$ cat config.mk
export PLATFORM = sky130hd
export DESIGN_NAME = servo_pose_record_playback_unit
export DESIGN_NICKNAME = d
export VERILOG_FILES = /design/src/rtl/svpr_pkg.sv /design/src/rtl/svpr_ram.sv /design/src/rtl/svpr_front.sv /design/src/rtl/svpr_fifo.sv /design/src/rtl/svpr_back.sv /design/src/rtl/servo_pose_record_playback_unit.sv
export SDC_FILE = /design/constraint.sdc
export NUM_CORES = 1
export LEC_CHECK = 0
export ABC_AREA = 0
export CORE_MARGIN = 2
export CORE_UTILIZATION = 50
export CTS_BUF_LIST = sky130_fd_sc_hd__clkbuf_8
export CTS_CLUSTER_SIZE = 25
export DETAILED_ROUTE_END_ITERATION = 8
export DONT_BUFFER_PORTS = 1
export PLACE_DENSITY_LB_ADDON = 0.1
export SLEW_MARGIN = 20
export SYNTH_ARGS = -nofsm -noshare
export SYNTH_HDL_FRONTEND = slang
export SYNTH_HIERARCHICAL = 1
export SYNTH_SLANG_ARGS = --single-unit
export TNS_END_PERCENT = 50
$ cat constraint.sdc
create_clock -name clock -period 7.2 [get_ports clock]
set_input_delay 1.44 -clock clock [delete_from_list [all_inputs] [get_ports clock]]
set_output_delay 1.44 -clock clock [all_outputs]
set_load 0.02 [all_outputs]
$ cat src/rtl/svpr_pkg.sv
// Shared types, constants and codes for the servo pose record/playback unit.
// Used by every module of the block but svpr_ram; depends on nothing else.
package svpr_pkg;

   localparam int POSE_SLOTS = 10;
   localparam int SLOT_CNT_W = $clog2(POSE_SLOTS + 1);
   localparam int SLOT_IDX_W = (POSE_SLOTS > 1) ? $clog2(POSE_SLOTS) : 1;

   localparam int CMD_DEPTH = 2;
   localparam int CMD_IDX_W = (CMD_DEPTH > 1) ? $clog2(CMD_DEPTH) : 1;
   localparam int CMD_CNT_W = $clog2(CMD_DEPTH + 1);

   localparam int POT_W    = 10;
   localparam int WIDE_W   = 12;
   localparam int NARROW_W = 5;
   localparam int MODE_W   = 2;
   localparam int STATUS_W = 3;
   localparam int COUNT_W  = 4;
   localparam int PROD_W   = 32;

   localparam logic [WIDE_W-1:0]   WIDE_MIN   = 12'd2000;
   localparam logic [WIDE_W-1:0]   WIDE_CTR   = 12'd3000;
   localparam logic [NARROW_W-1:0] NARROW_MIN = 5'd8;
   localparam logic [NARROW_W-1:0] NARROW_CTR = 5'd12;
   // 2000 * 1025; 1023 * 1025 is one less than 2**20.
   localparam logic [PROD_W-1:0]   WIDE_RECIP = 32'd2050000;

   localparam logic [MODE_W-1:0] MODE_MANUAL   = 2'd0;
   localparam logic [MODE_W-1:0] MODE_PLAYBACK = 2'd1;
   localparam logic [MODE_W-1:0] MODE_LINK     = 2'd2;

   localparam logic [STATUS_W-1:0] ST_NONE   = 3'd0;
   localparam logic [STATUS_W-1:0] ST_SAVED  = 3'd1;
   localparam logic [STATUS_W-1:0] ST_FULL   = 3'd2;
   localparam logic [STATUS_W-1:0] ST_PLAYED = 3'd3;
   localparam logic [STATUS_W-1:0] ST_EMPTY  = 3'd4;

   typedef struct packed {
      logic [POT_W-1:0] pot_one;
      logic [POT_W-1:0] pot_two;
      logic [POT_W-1:0] pot_three;
      logic [POT_W-1:0] pot_four;
      logic             mode_press;
      logic             save_press;
      logic             play_press;
   } svpr_req_type;

   typedef struct packed {
      logic [WIDE_W-1:0]   pulse_one;
      logic [WIDE_W-1:0]   pulse_two;
      logic [NARROW_W-1:0] pulse_three;
      logic [NARROW_W-1:0] pulse_four;
      logic [MODE_W-1:0]   current_mode;
      logic [STATUS_W-1:0] event_status;
      logic [COUNT_W-1:0]  saved_count;
   } svpr_rsp_type;

   typedef struct packed {
      logic [WIDE_W-1:0]   wide_one;
      logic [WIDE_W-1:0]   wide_two;
      logic [NARROW_W-1:0] narrow_one;
      logic [NARROW_W-1:0] narrow_two;
   } svpr_pose_type;

   typedef struct packed {
      svpr_pose_type pose;
      logic          mode_press;
      logic          save_press;
      logic          play_press;
   } svpr_cmd_type;

endpackage

$ cat src/rtl/svpr_ram.sv
// Generic single-write, single-read RAM with a registered read port.
// No dependencies.
module svpr_ram #(
   parameter int WIDTH = 8,
   parameter int DEPTH = 16
) (
   input  logic                                          clock,
   input  logic                                          wr_en,
   input  logic [((DEPTH > 1) ? $clog2(DEPTH) : 1)-1:0]  wr_addr,
   input  logic [WIDTH-1:0]                              wr_data,
   input  logic [((DEPTH > 1) ? $clog2(DEPTH) : 1)-1:0]  rd_addr,
   output logic [WIDTH-1:0]                              rd_data
);

   logic [WIDTH-1:0] mem_ff [DEPTH];
   logic [WIDTH-1:0] rd_data_ff;

   always_ff @(posedge clock) begin
      if (wr_en) begin
         mem_ff[wr_addr] <= wr_data;
      end
      rd_data_ff <= mem_ff[rd_addr];
   end

   assign rd_data = rd_data_ff;

endmodule

$ cat src/rtl/svpr_front.sv
// Front end: takes request beats, maps the pot readings to pulse values and
// hands commands to the queue. Depends on svpr_pkg.
module svpr_front
   import svpr_pkg::*;
(
   input  logic         clock,
   input  logic         reset,
   input  logic         req_valid,
   output logic         req_ready,
   input  svpr_req_type req_data,
   output logic         cmd_valid,
   input  logic         cmd_ready,
   output svpr_cmd_type cmd_data
);

   logic              s1_valid_ff;
   logic              s1_valid_in;
   svpr_req_type      s1_req_ff;
   logic [PROD_W-1:0] prod_one_ff;
   logic [PROD_W-1:0] prod_two_ff;

   // The product estimate is floor(v*2000/1023) or one below; the compare
   // against the exact numerator fixes the last step.
   function automatic logic [WIDE_W-1:0] map_wide(logic [POT_W-1:0] v,
                                                  logic [PROD_W-1:0] prod);
      logic [20:0] num;
      logic [10:0] q;
      logic [11:0] qn;
      logic [21:0] lim;
      num = (21'(v) << 11) - (21'(v) << 5) - (21'(v) << 4);
      q   = prod[30:20];
      qn  = 12'(q) + 12'd1;
      lim = (22'(qn) << 10) - 22'(qn);
      if (22'(num) >= lim) begin
         q = q + 11'd1;
      end
      return WIDE_MIN + WIDE_W'(q);
   endfunction

   function automatic logic [NARROW_W-1:0] map_narrow(logic [POT_W-1:0] v);
      logic [12:0] num;
      logic [23:0] est;
      logic [3:0]  q;
      logic [4:0]  qn;
      logic [14:0] lim;
      num = 13'(v) << 3;
      est = (24'(num) << 10) + 24'(num);
      q   = est[23:20];
      qn  = 5'(q) + 5'd1;
      lim = (15'(qn) << 10) - 15'(qn);
      if (15'(num) >= lim) begin
         q = q + 4'd1;
      end
      return NARROW_MIN + NARROW_W'(q);
   endfunction

   assign req_ready   = !s1_valid_ff || cmd_ready;
   assign s1_valid_in = req_ready ? req_valid : s1_valid_ff;

   always_ff @(posedge clock) begin
      if (reset) begin
         s1_valid_ff <= 1'b0;
      end else begin
         s1_valid_ff <= s1_valid_in;
      end
   end

   always_ff @(posedge clock) begin
      if (req_valid && req_ready) begin
         s1_req_ff   <= req_data;
         prod_one_ff <= PROD_W'(req_data.pot_one) * WIDE_RECIP;
         prod_two_ff <= PROD_W'(req_data.pot_two) * WIDE_RECIP;
      end
   end

   always_comb begin
      cmd_data.pose.wide_one   = map_wide(s1_req_ff.pot_one, prod_one_ff);
      cmd_data.pose.wide_two   = map_wide(s1_req_ff.pot_two, prod_two_ff);
      cmd_data.pose.narrow_one = map_narrow(s1_req_ff.pot_three);
      cmd_data.pose.narrow_two = map_narrow(s1_req_ff.pot_four);
      cmd_data.mode_press      = s1_req_ff.mode_press;
      cmd_data.save_press      = s1_req_ff.save_press;
      cmd_data.play_press      = s1_req_ff.play_press;
   end

   assign cmd_valid = s1_valid_ff;

endmodule

$ cat src/rtl/svpr_fifo.sv
// Short command queue between the front end and the executing back end.
// Depends on svpr_pkg.
module svpr_fifo
   import svpr_pkg::*;
(
   input  logic         clock,
   input  logic         reset,
   input  logic         push_valid,
   output logic         push_ready,
   input  svpr_cmd_type push_data,
   output logic         pop_valid,
   input  logic         pop_ready,
   output svpr_cmd_type pop_data
);

   svpr_cmd_type         entries_ff [CMD_DEPTH];
   logic [CMD_IDX_W-1:0] wr_ptr_ff;
   logic [CMD_IDX_W-1:0] wr_ptr_in;
   logic [CMD_IDX_W-1:0] rd_ptr_ff;
   logic [CMD_IDX_W-1:0] rd_ptr_in;
   logic [CMD_CNT_W-1:0] count_ff;
   logic [CMD_CNT_W-1:0] count_in;
   logic                 do_push;
   logic                 do_pop;

   function automatic logic [CMD_IDX_W-1:0] ptr_next(logic [CMD_IDX_W-1:0] p);
      return (p == CMD_IDX_W'(CMD_DEPTH - 1)) ? '0 : p + CMD_IDX_W'(1);
   endfunction

   assign push_ready = (count_ff != CMD_CNT_W'(CMD_DEPTH));
   assign pop_valid  = (count_ff != '0);
   assign pop_data   = entries_ff[rd_ptr_ff];
   assign do_push    = push_valid && push_ready;
   assign do_pop     = pop_valid && pop_ready;

   always_comb begin
      wr_ptr_in = do_push ? ptr_next(wr_ptr_ff) : wr_ptr_ff;
      rd_ptr_in = do_pop ? ptr_next(rd_ptr_ff) : rd_ptr_ff;
      count_in  = count_ff;
      if (do_push && !do_pop) begin
         count_in = count_ff + CMD_CNT_W'(1);
      end else if (do_pop && !do_push) begin
         count_in = count_ff - CMD_CNT_W'(1);
      end
   end

   always_ff @(posedge clock) begin
      if (reset) begin
         wr_ptr_ff <= '0;
         rd_ptr_ff <= '0;
         count_ff  <= '0;
      end else begin
         wr_ptr_ff <= wr_ptr_in;
         rd_ptr_ff <= rd_ptr_in;
         count_ff  <= count_in;
      end
   end

   always_ff @(posedge clock) begin
      if (do_push) begin
         entries_ff[wr_ptr_ff] <= push_data;
      end
   end

endmodule

$ cat src/rtl/svpr_back.sv
// Back end: mode, pending presses, pose store and the result register.
// Depends on svpr_pkg and svpr_ram.
module svpr_back
   import svpr_pkg::*;
(
   input  logic         clock,
   input  logic         reset,
   input  logic         cmd_valid,
   output logic         cmd_ready,
   input  svpr_cmd_type cmd_data,
   output logic         rsp_valid,
   input  logic         rsp_ready,
   output svpr_rsp_type rsp_data
);

   typedef enum logic [1:0] {
      BK_RUN  = 2'b01,
      BK_LOAD = 2'b10
   } back_state_type;

   back_state_type        state_ff;
   back_state_type        state_in;
   logic [MODE_W-1:0]     mode_ff;
   logic [MODE_W-1:0]     mode_in;
   logic                  save_pend_ff;
   logic                  save_pend_in;
   logic                  play_pend_ff;
   logic                  play_pend_in;
   logic [SLOT_CNT_W-1:0] slot_count_ff;
   logic [SLOT_CNT_W-1:0] slot_count_in;
   logic [SLOT_CNT_W-1:0] play_slot_ff;
   logic [SLOT_CNT_W-1:0] play_slot_in;
   svpr_pose_type         pose_ff;
   svpr_pose_type         pose_in;
   logic                  rsp_valid_ff;
   logic                  rsp_valid_in;
   svpr_rsp_type          rsp_data_ff;
   svpr_rsp_type          rsp_data_in;

   logic                  out_free;
   logic                  take;
   logic                  ram_we;
   logic [SLOT_IDX_W-1:0] ram_waddr;
   logic [SLOT_IDX_W-1:0] ram_raddr;
   svpr_pose_type         ram_rdata;

   assign out_free  = !rsp_valid_ff || rsp_ready;
   assign cmd_ready = (state_ff == BK_RUN) && out_free;
   assign take      = cmd_valid && cmd_ready;

   always_comb begin
      logic                  save_p;
      logic                  play_p;
      logic                  load;
      logic [MODE_W-1:0]     mode_v;
      logic [SLOT_CNT_W-1:0] slot_v;
      logic [SLOT_CNT_W-1:0] idx;
      logic [STATUS_W-1:0]   status;

      state_in      = state_ff;
      mode_in       = mode_ff;
      save_pend_in  = save_pend_ff;
      play_pend_in  = play_pend_ff;
      slot_count_in = slot_count_ff;
      play_slot_in  = play_slot_ff;
      pose_in       = pose_ff;
      rsp_valid_in  = rsp_valid_ff && !rsp_ready;
      rsp_data_in   = rsp_data_ff;
      ram_we        = 1'b0;
      ram_waddr     = SLOT_IDX_W'(slot_count_ff);
      ram_raddr     = '0;

      save_p = save_pend_ff || cmd_data.save_press;
      play_p = play_pend_ff || cmd_data.play_press;
      load   = 1'b0;
      mode_v = mode_ff;
      slot_v = play_slot_ff;
      idx    = '0;
      status = ST_NONE;

      unique case (state_ff)
         BK_RUN: begin
            if (take) begin
               if (cmd_data.mode_press) begin
                  unique case (mode_ff)
                     MODE_MANUAL:   mode_v = MODE_PLAYBACK;
                     MODE_PLAYBACK: mode_v = MODE_LINK;
                     default:       mode_v = MODE_MANUAL;
                  endcase
                  if (mode_v == MODE_PLAYBACK) begin
                     slot_v = '0;
                  end
               end

               priority if (mode_v == MODE_MANUAL) begin
                  pose_in = cmd_data.pose;
                  if (save_p) begin
                     save_p = 1'b0;
                     if (slot_count_ff >= SLOT_CNT_W'(POSE_SLOTS)) begin
                        status = ST_FULL;
                     end else begin
                        ram_we        = 1'b1;
                        slot_count_in = slot_count_ff + SLOT_CNT_W'(1);
                        status        = ST_SAVED;
                     end
                  end
               end else if (mode_v == MODE_PLAYBACK) begin
                  if (play_p) begin
                     play_p = 1'b0;
                     if (slot_count_ff == '0) begin
                        status = ST_EMPTY;
                     end else begin
                        // Wrap to the first slot once every stored pose was played.
                        idx       = (slot_v >= slot_count_ff) ? '0 : slot_v;
                        ram_raddr = SLOT_IDX_W'(idx);
                        slot_v    = idx + SLOT_CNT_W'(1);
                        load      = 1'b1;
                     end
                  end
               end else begin
                  status = ST_NONE;
               end

               mode_in      = mode_v;
               save_pend_in = save_p;
               play_pend_in = play_p;
               play_slot_in = slot_v;

               if (load) begin
                  state_in = BK_LOAD;
               end else begin
                  rsp_valid_in = 1'b1;
                  rsp_data_in  = '{pulse_one:    pose_in.wide_one,
                                   pulse_two:    pose_in.wide_two,
                                   pulse_three:  pose_in.narrow_one,
                                   pulse_four:   pose_in.narrow_two,
                                   current_mode: mode_v,
                                   event_status: status,
                                   saved_count:  COUNT_W'(slot_count_in)};
               end
            end
         end
         BK_LOAD: begin
            // The result register is empty here: the command was taken only
            // when it was free, and nothing was written since.
            pose_in      = ram_rdata;
            rsp_valid_in = 1'b1;
            rsp_data_in  = '{pulse_one:    ram_rdata.wide_one,
                             pulse_two:    ram_rdata.wide_two,
                             pulse_three:  ram_rdata.narrow_one,
                             pulse_four:   ram_rdata.narrow_two,
                             current_mode: mode_ff,
                             event_status: ST_PLAYED,
                             saved_count:  COUNT_W'(slot_count_ff)};
            state_in     = BK_RUN;
         end
         default: begin
            state_in = BK_RUN;
         end
      endcase
   end

   always_ff @(posedge clock) begin
      if (reset) begin
         state_ff      <= BK_RUN;
         mode_ff       <= MODE_MANUAL;
         save_pend_ff  <= 1'b0;
         play_pend_ff  <= 1'b0;
         slot_count_ff <= '0;
         play_slot_ff  <= '0;
         pose_ff       <= '{wide_one: WIDE_CTR, wide_two: WIDE_CTR,
                            narrow_one: NARROW_CTR, narrow_two: NARROW_CTR};
         rsp_valid_ff  <= 1'b0;
      end else begin
         state_ff      <= state_in;
         mode_ff       <= mode_in;
         save_pend_ff  <= save_pend_in;
         play_pend_ff  <= play_pend_in;
         slot_count_ff <= slot_count_in;
         play_slot_ff  <= play_slot_in;
         pose_ff       <= pose_in;
         rsp_valid_ff  <= rsp_valid_in;
      end
   end

   always_ff @(posedge clock) begin
      rsp_data_ff <= rsp_data_in;
   end

   svpr_ram #(
      .WIDTH ($bits(svpr_pose_type)),
      .DEPTH (POSE_SLOTS)
   ) u_pose_ram (
      .clock   (clock),
      .wr_en   (ram_we),
      .wr_addr (ram_waddr),
      .wr_data (cmd_data.pose),
      .rd_addr (ram_raddr),
      .rd_data (ram_rdata)
   );

   assign rsp_valid = rsp_valid_ff;
   assign rsp_data  = rsp_data_ff;

endmodule

$ cat src/rtl/servo_pose_record_playback_unit.sv
// Servo pose record/playback unit. A request beat passes through the front-end
// register, the command queue and the back end's result register; a stored pose
// load adds the pose RAM read and the BK_LOAD state. Throughput: one request per
// cycle while results are accepted, except that a pose load holds the back end in BK_LOAD. Synchronous
// active-high reset clears mode, flags, counters and queues and sets the pulses
// to center; the pose RAM is not cleared.
module servo_pose_record_playback_unit
   import svpr_pkg::*;
(
   input  logic         clock,
   input  logic         reset,
   input  logic         req_valid,
   output logic         req_ready,
   input  svpr_req_type req_data,
   output logic         rsp_valid,
   input  logic         rsp_ready,
   output svpr_rsp_type rsp_data
);

   logic         fq_valid;
   logic         fq_ready;
   svpr_cmd_type fq_data;
   logic         qb_valid;
   logic         qb_ready;
   svpr_cmd_type qb_data;

   svpr_front u_front (
      .clock     (clock),
      .reset     (reset),
      .req_valid (req_valid),
      .req_ready (req_ready),
      .req_data  (req_data),
      .cmd_valid (fq_valid),
      .cmd_ready (fq_ready),
      .cmd_data  (fq_data)
   );

   svpr_fifo u_fifo (
      .clock      (clock),
      .reset      (reset),
      .push_valid (fq_valid),
      .push_ready (fq_ready),
      .push_data  (fq_data),
      .pop_valid  (qb_valid),
      .pop_ready  (qb_ready),
      .pop_data   (qb_data)
   );

   svpr_back u_back (
      .clock     (clock),
      .reset     (reset),
      .cmd_valid (qb_valid),
      .cmd_ready (qb_ready),
      .cmd_data  (qb_data),
      .rsp_valid (rsp_valid),
      .rsp_ready (rsp_ready),
      .rsp_data  (rsp_data)
   );

`ifndef SYNTH
   a_played_in_playback: assert property (@(posedge clock) disable iff (reset)
      rsp_valid && (rsp_data.event_status == ST_PLAYED)
      |-> (rsp_data.current_mode == MODE_PLAYBACK))
      else $error("played beat outside playback mode");

   a_save_in_manual: assert property (@(posedge clock) disable iff (reset)
      rsp_valid && ((rsp_data.event_status == ST_SAVED) ||
                    (rsp_data.event_status == ST_FULL))
      |-> (rsp_data.current_mode == MODE_MANUAL))
      else $error("save outcome reported outside manual mode");

   a_empty_has_no_poses: assert property (@(posedge clock) disable iff (reset)
      rsp_valid && (rsp_data.event_status == ST_EMPTY)
      |-> (rsp_data.saved_count == '0))
      else $error("empty store reported with poses held");
`endif

endmodule

==> results.toml <==
[logic_synthesis]
synth_enable_flop_cells = 522
netlist_top_cells_area = "edfxtp_1, ha_1, dfxtp_1"
seq_area_frac_synth = 0.514
synth_fp_nets = 3132
synth.distinct_cells = 89
yosys_register_bits = 611
yosysTopAreaCellShare = 0.462
yosys.area.top_type = "edfxtp_1"
synth_area_um2 = 33900
synth_area_per_cell_um2 = 12.4
yosys_warnings = 6
syn_inst = 2731
synth_ff_type = "edfxtp_1"
synth.most_common_cell = "edfxtp_1"
ys_top_cells_by_count = "edfxtp_1, ha_1, inv_1"
synth-async-reset-ratio = 0

[worst_setup_path]
critPathLaunchType = "register"
crit_path_end_kind = "register"
critPathMaxFanout = 10
rrSetupSlack_ns = 0.80
critPathMostFrequentCell = "ha_1"
critPathKind = "reg2reg"
max_stage_delay_ns = 0.56
path_buf_inv = 1
cp_top_family = "compound AO/OA/AOI/OAI gates"
crit_arrival_ns = 6.80
critPathRequiredTime_ns = 7.60
worst_path_max_delay_cell = "edfxtp_1"

[cells_and_area]
drive_above_1_share = 0.140
multi_input_area_um2 = 15100
layout.nets = 3154
fill_cells = 5597
area_delta_synth_final_pct = 8.26
seqCellArea_um2 = 17500
stdcell_area_um2 = 36700

[sta]
min_period_over_period = 0.889
period_needed_ns = 6.40
hold_viol = 0
fin_tns_setup_ns = 0
worst_slew_pin_slew_ns = 1.11
finalMaxSlewViolations = 0
worst_slack_ns = 0.799
relSlewSlack = 0.260
setup_viol = 0
rsz0062_at_grt = "false"
max_freq_mhz = 156
clock_skew_ns = 0.0308
timing.hold.ws_ns = 0.451

[floorplan]
initial_core_util = 0.505
pin_count = 92
rows = 95
dieArea_um2 = 70000
fp.dieW_um = 265
die_h_um = 265
core-area_um2 = 67200

[clock_tree]
cts_num_sinks = 611
cts_hold_buf = 0
cts_buffer_depth = 3
cts_buffers = 100
postCtsSetupBuffers = 0
clk_latency_ns = 0.69
cts_resized = 0
htreeDepth = 3
clk_pin_slew_ns = 0.06
clock-root-buffer = "clkbuf_8"
cts_tree = "built"

[placement]
gp_congestion = 0.871
dp_hpwl_um = 49600
placed_cell_area_um2 = 34800
portBuffers = 0
pre_cts_ws_ns = 0.217

[outcome]
status = "finished, final reports clean"

[grt]
gr-total-overflow = 0
track_usage = 0.221
grt_pass1_vias = 21207
antenna_found_initial = 2
grt_pass1_wl_um = 120000
grt_max_degree = 146

[routing]
wl_per_cell_um = 20.8
via_count = 21026
drtPass1Iterations = 5
drtAntennaViolNets = 0
drc_errors = 0
wirelength_um = 77000
drtIter0Drc = 1416
via_per_inst = 5.66

[pwr]
power_mw = 14.0
power.density_nw_per_um2 = 382
worst_ir_drop_vdd_v = 0.000323
p_leak_nw = 14.1

[run]
drv_cap = 0

[hold_path]
hold_class = "reg2reg"
[registers in the layout, indices dropped and copies added, names as in the netlist, named ones only]
signal                     count
u_back/rsp_data               43
u_fifo/rd_ptr_ff               1
u_back/mode_ff                 2
u_back/pose_ff                34
u_front/prod_two_ff           11
u_front/s1_req_ff             40
u_fifo/wr_ptr_ff               1
u_fifo/entries_ff             74
u_front/cmd_data               3
u_back/u_pose_ram/mem_ff     340
u_back/play_slot_ff            4
u_back/play_pend_ff            1
u_back/save_pend_ff            1
u_fifo/count_ff                2
u_front/cmd_valid              1
u_back/rsp_valid               1
u_back/ram_waddr               4
u_front/prod_one_ff           11
u_back/state_ff                2
u_back/u_pose_ram/rd_data     34
[path summary, 6_finish.rpt]
path              depth (start not counted)                       end                  start
setup / recovery                         26  u_fifo/entries_ff[0][35]  u_front/s1_req_ff[33]
hold reg to reg                           0   u_fifo/entries_ff[1][0]    u_front/cmd_data[0]
setup reg to reg                         26  u_fifo/entries_ff[0][35]  u_front/s1_req_ff[33]
hold / removal                            0   u_fifo/entries_ff[1][0]    u_front/cmd_data[0]
[per-layer routing]
layer,track usage,wire [um],vias to the layer above,share of wire
li1,-,-,10011,-
met1,0.291,34000,10399,0.44
met2,0.375,37700,499,0.49
met3,0.0347,3680,115,0.048
met4,0.0688,1610,2,0.021
met5,0,13,-,0.00017
[layout by cell type (no fill, tap or decap), types with 16 or more instances in the layout]
master,count
o31ai_1,17
inv_1,262
and2_1,17
a31oi_1,48
nand2b_1,23
a22o_1,37
clkbuf_8,114
nor3_1,26
ha_1,266
o31ai_2,28
dfxtp_1,88
a21oi_1,123
fa_1,88
mux2_2,143
mux2i_1,83
buf_4,34
edfxtp_1,522
o21ai_0,69
a21o_1,32
xnor2_1,94
a211oi_1,16
a211o_1,20
nor2_1,127
xor2_1,48
o22ai_1,42
nand2_1,199
and3_1,18
nand3_1,43
[report_power, final]
group	internal [mW]	leakage, nW	total [mW]	switching (mW)
Combinational	2.27	7.41	5.76	3.50
Sequential	4.85	5.50	5.37	0.526
Clock	1.56	1.18	2.91	1.35
Total	8.67	14.1	14.0	5.38
[area by class of cell]
class | count | share of cell area
timing repair buffer | 35 | 0.00749
sequential | 611 | 0.475
inverter | 221 | 0.0226
antenna | 1 | 0.0000681
tap | 873 | 0.0297
clock buffer | 114 | 0.0427
clock inverter | 73 | 0.0106
multi-input combinational | 1784 | 0.412
[logic make-up (layout without fill, tap and decap cells)]
kind of cell | Yosys count | in the layout | synth area share
xor gates and xnor gates | 143 | 143 | 0.0371
muxes | 228 | 228 | 0.0728
DFF | 611 | 611 | 0.514
adders and majority gates | 354 | 354 | 0.150
other | 0 | 1 | 0
AOI/OAI and AO/OA | 511 | 511 | 0.104
and+or+nand+nor | 548 | 548 | 0.0779
buffers and inverters | 336 | 443 | 0.0434
[metrics by stage]
stage	instances	utilization
2_1_floorplan	2731	-
3_3_place_gp	3524	0.518
3_5_place_dp	3524	0.518
4_1_cts	3711	0.547
5_1_grt	3712	0.547
6_report	3712	0.547
(Power assumes the default switching activity.)
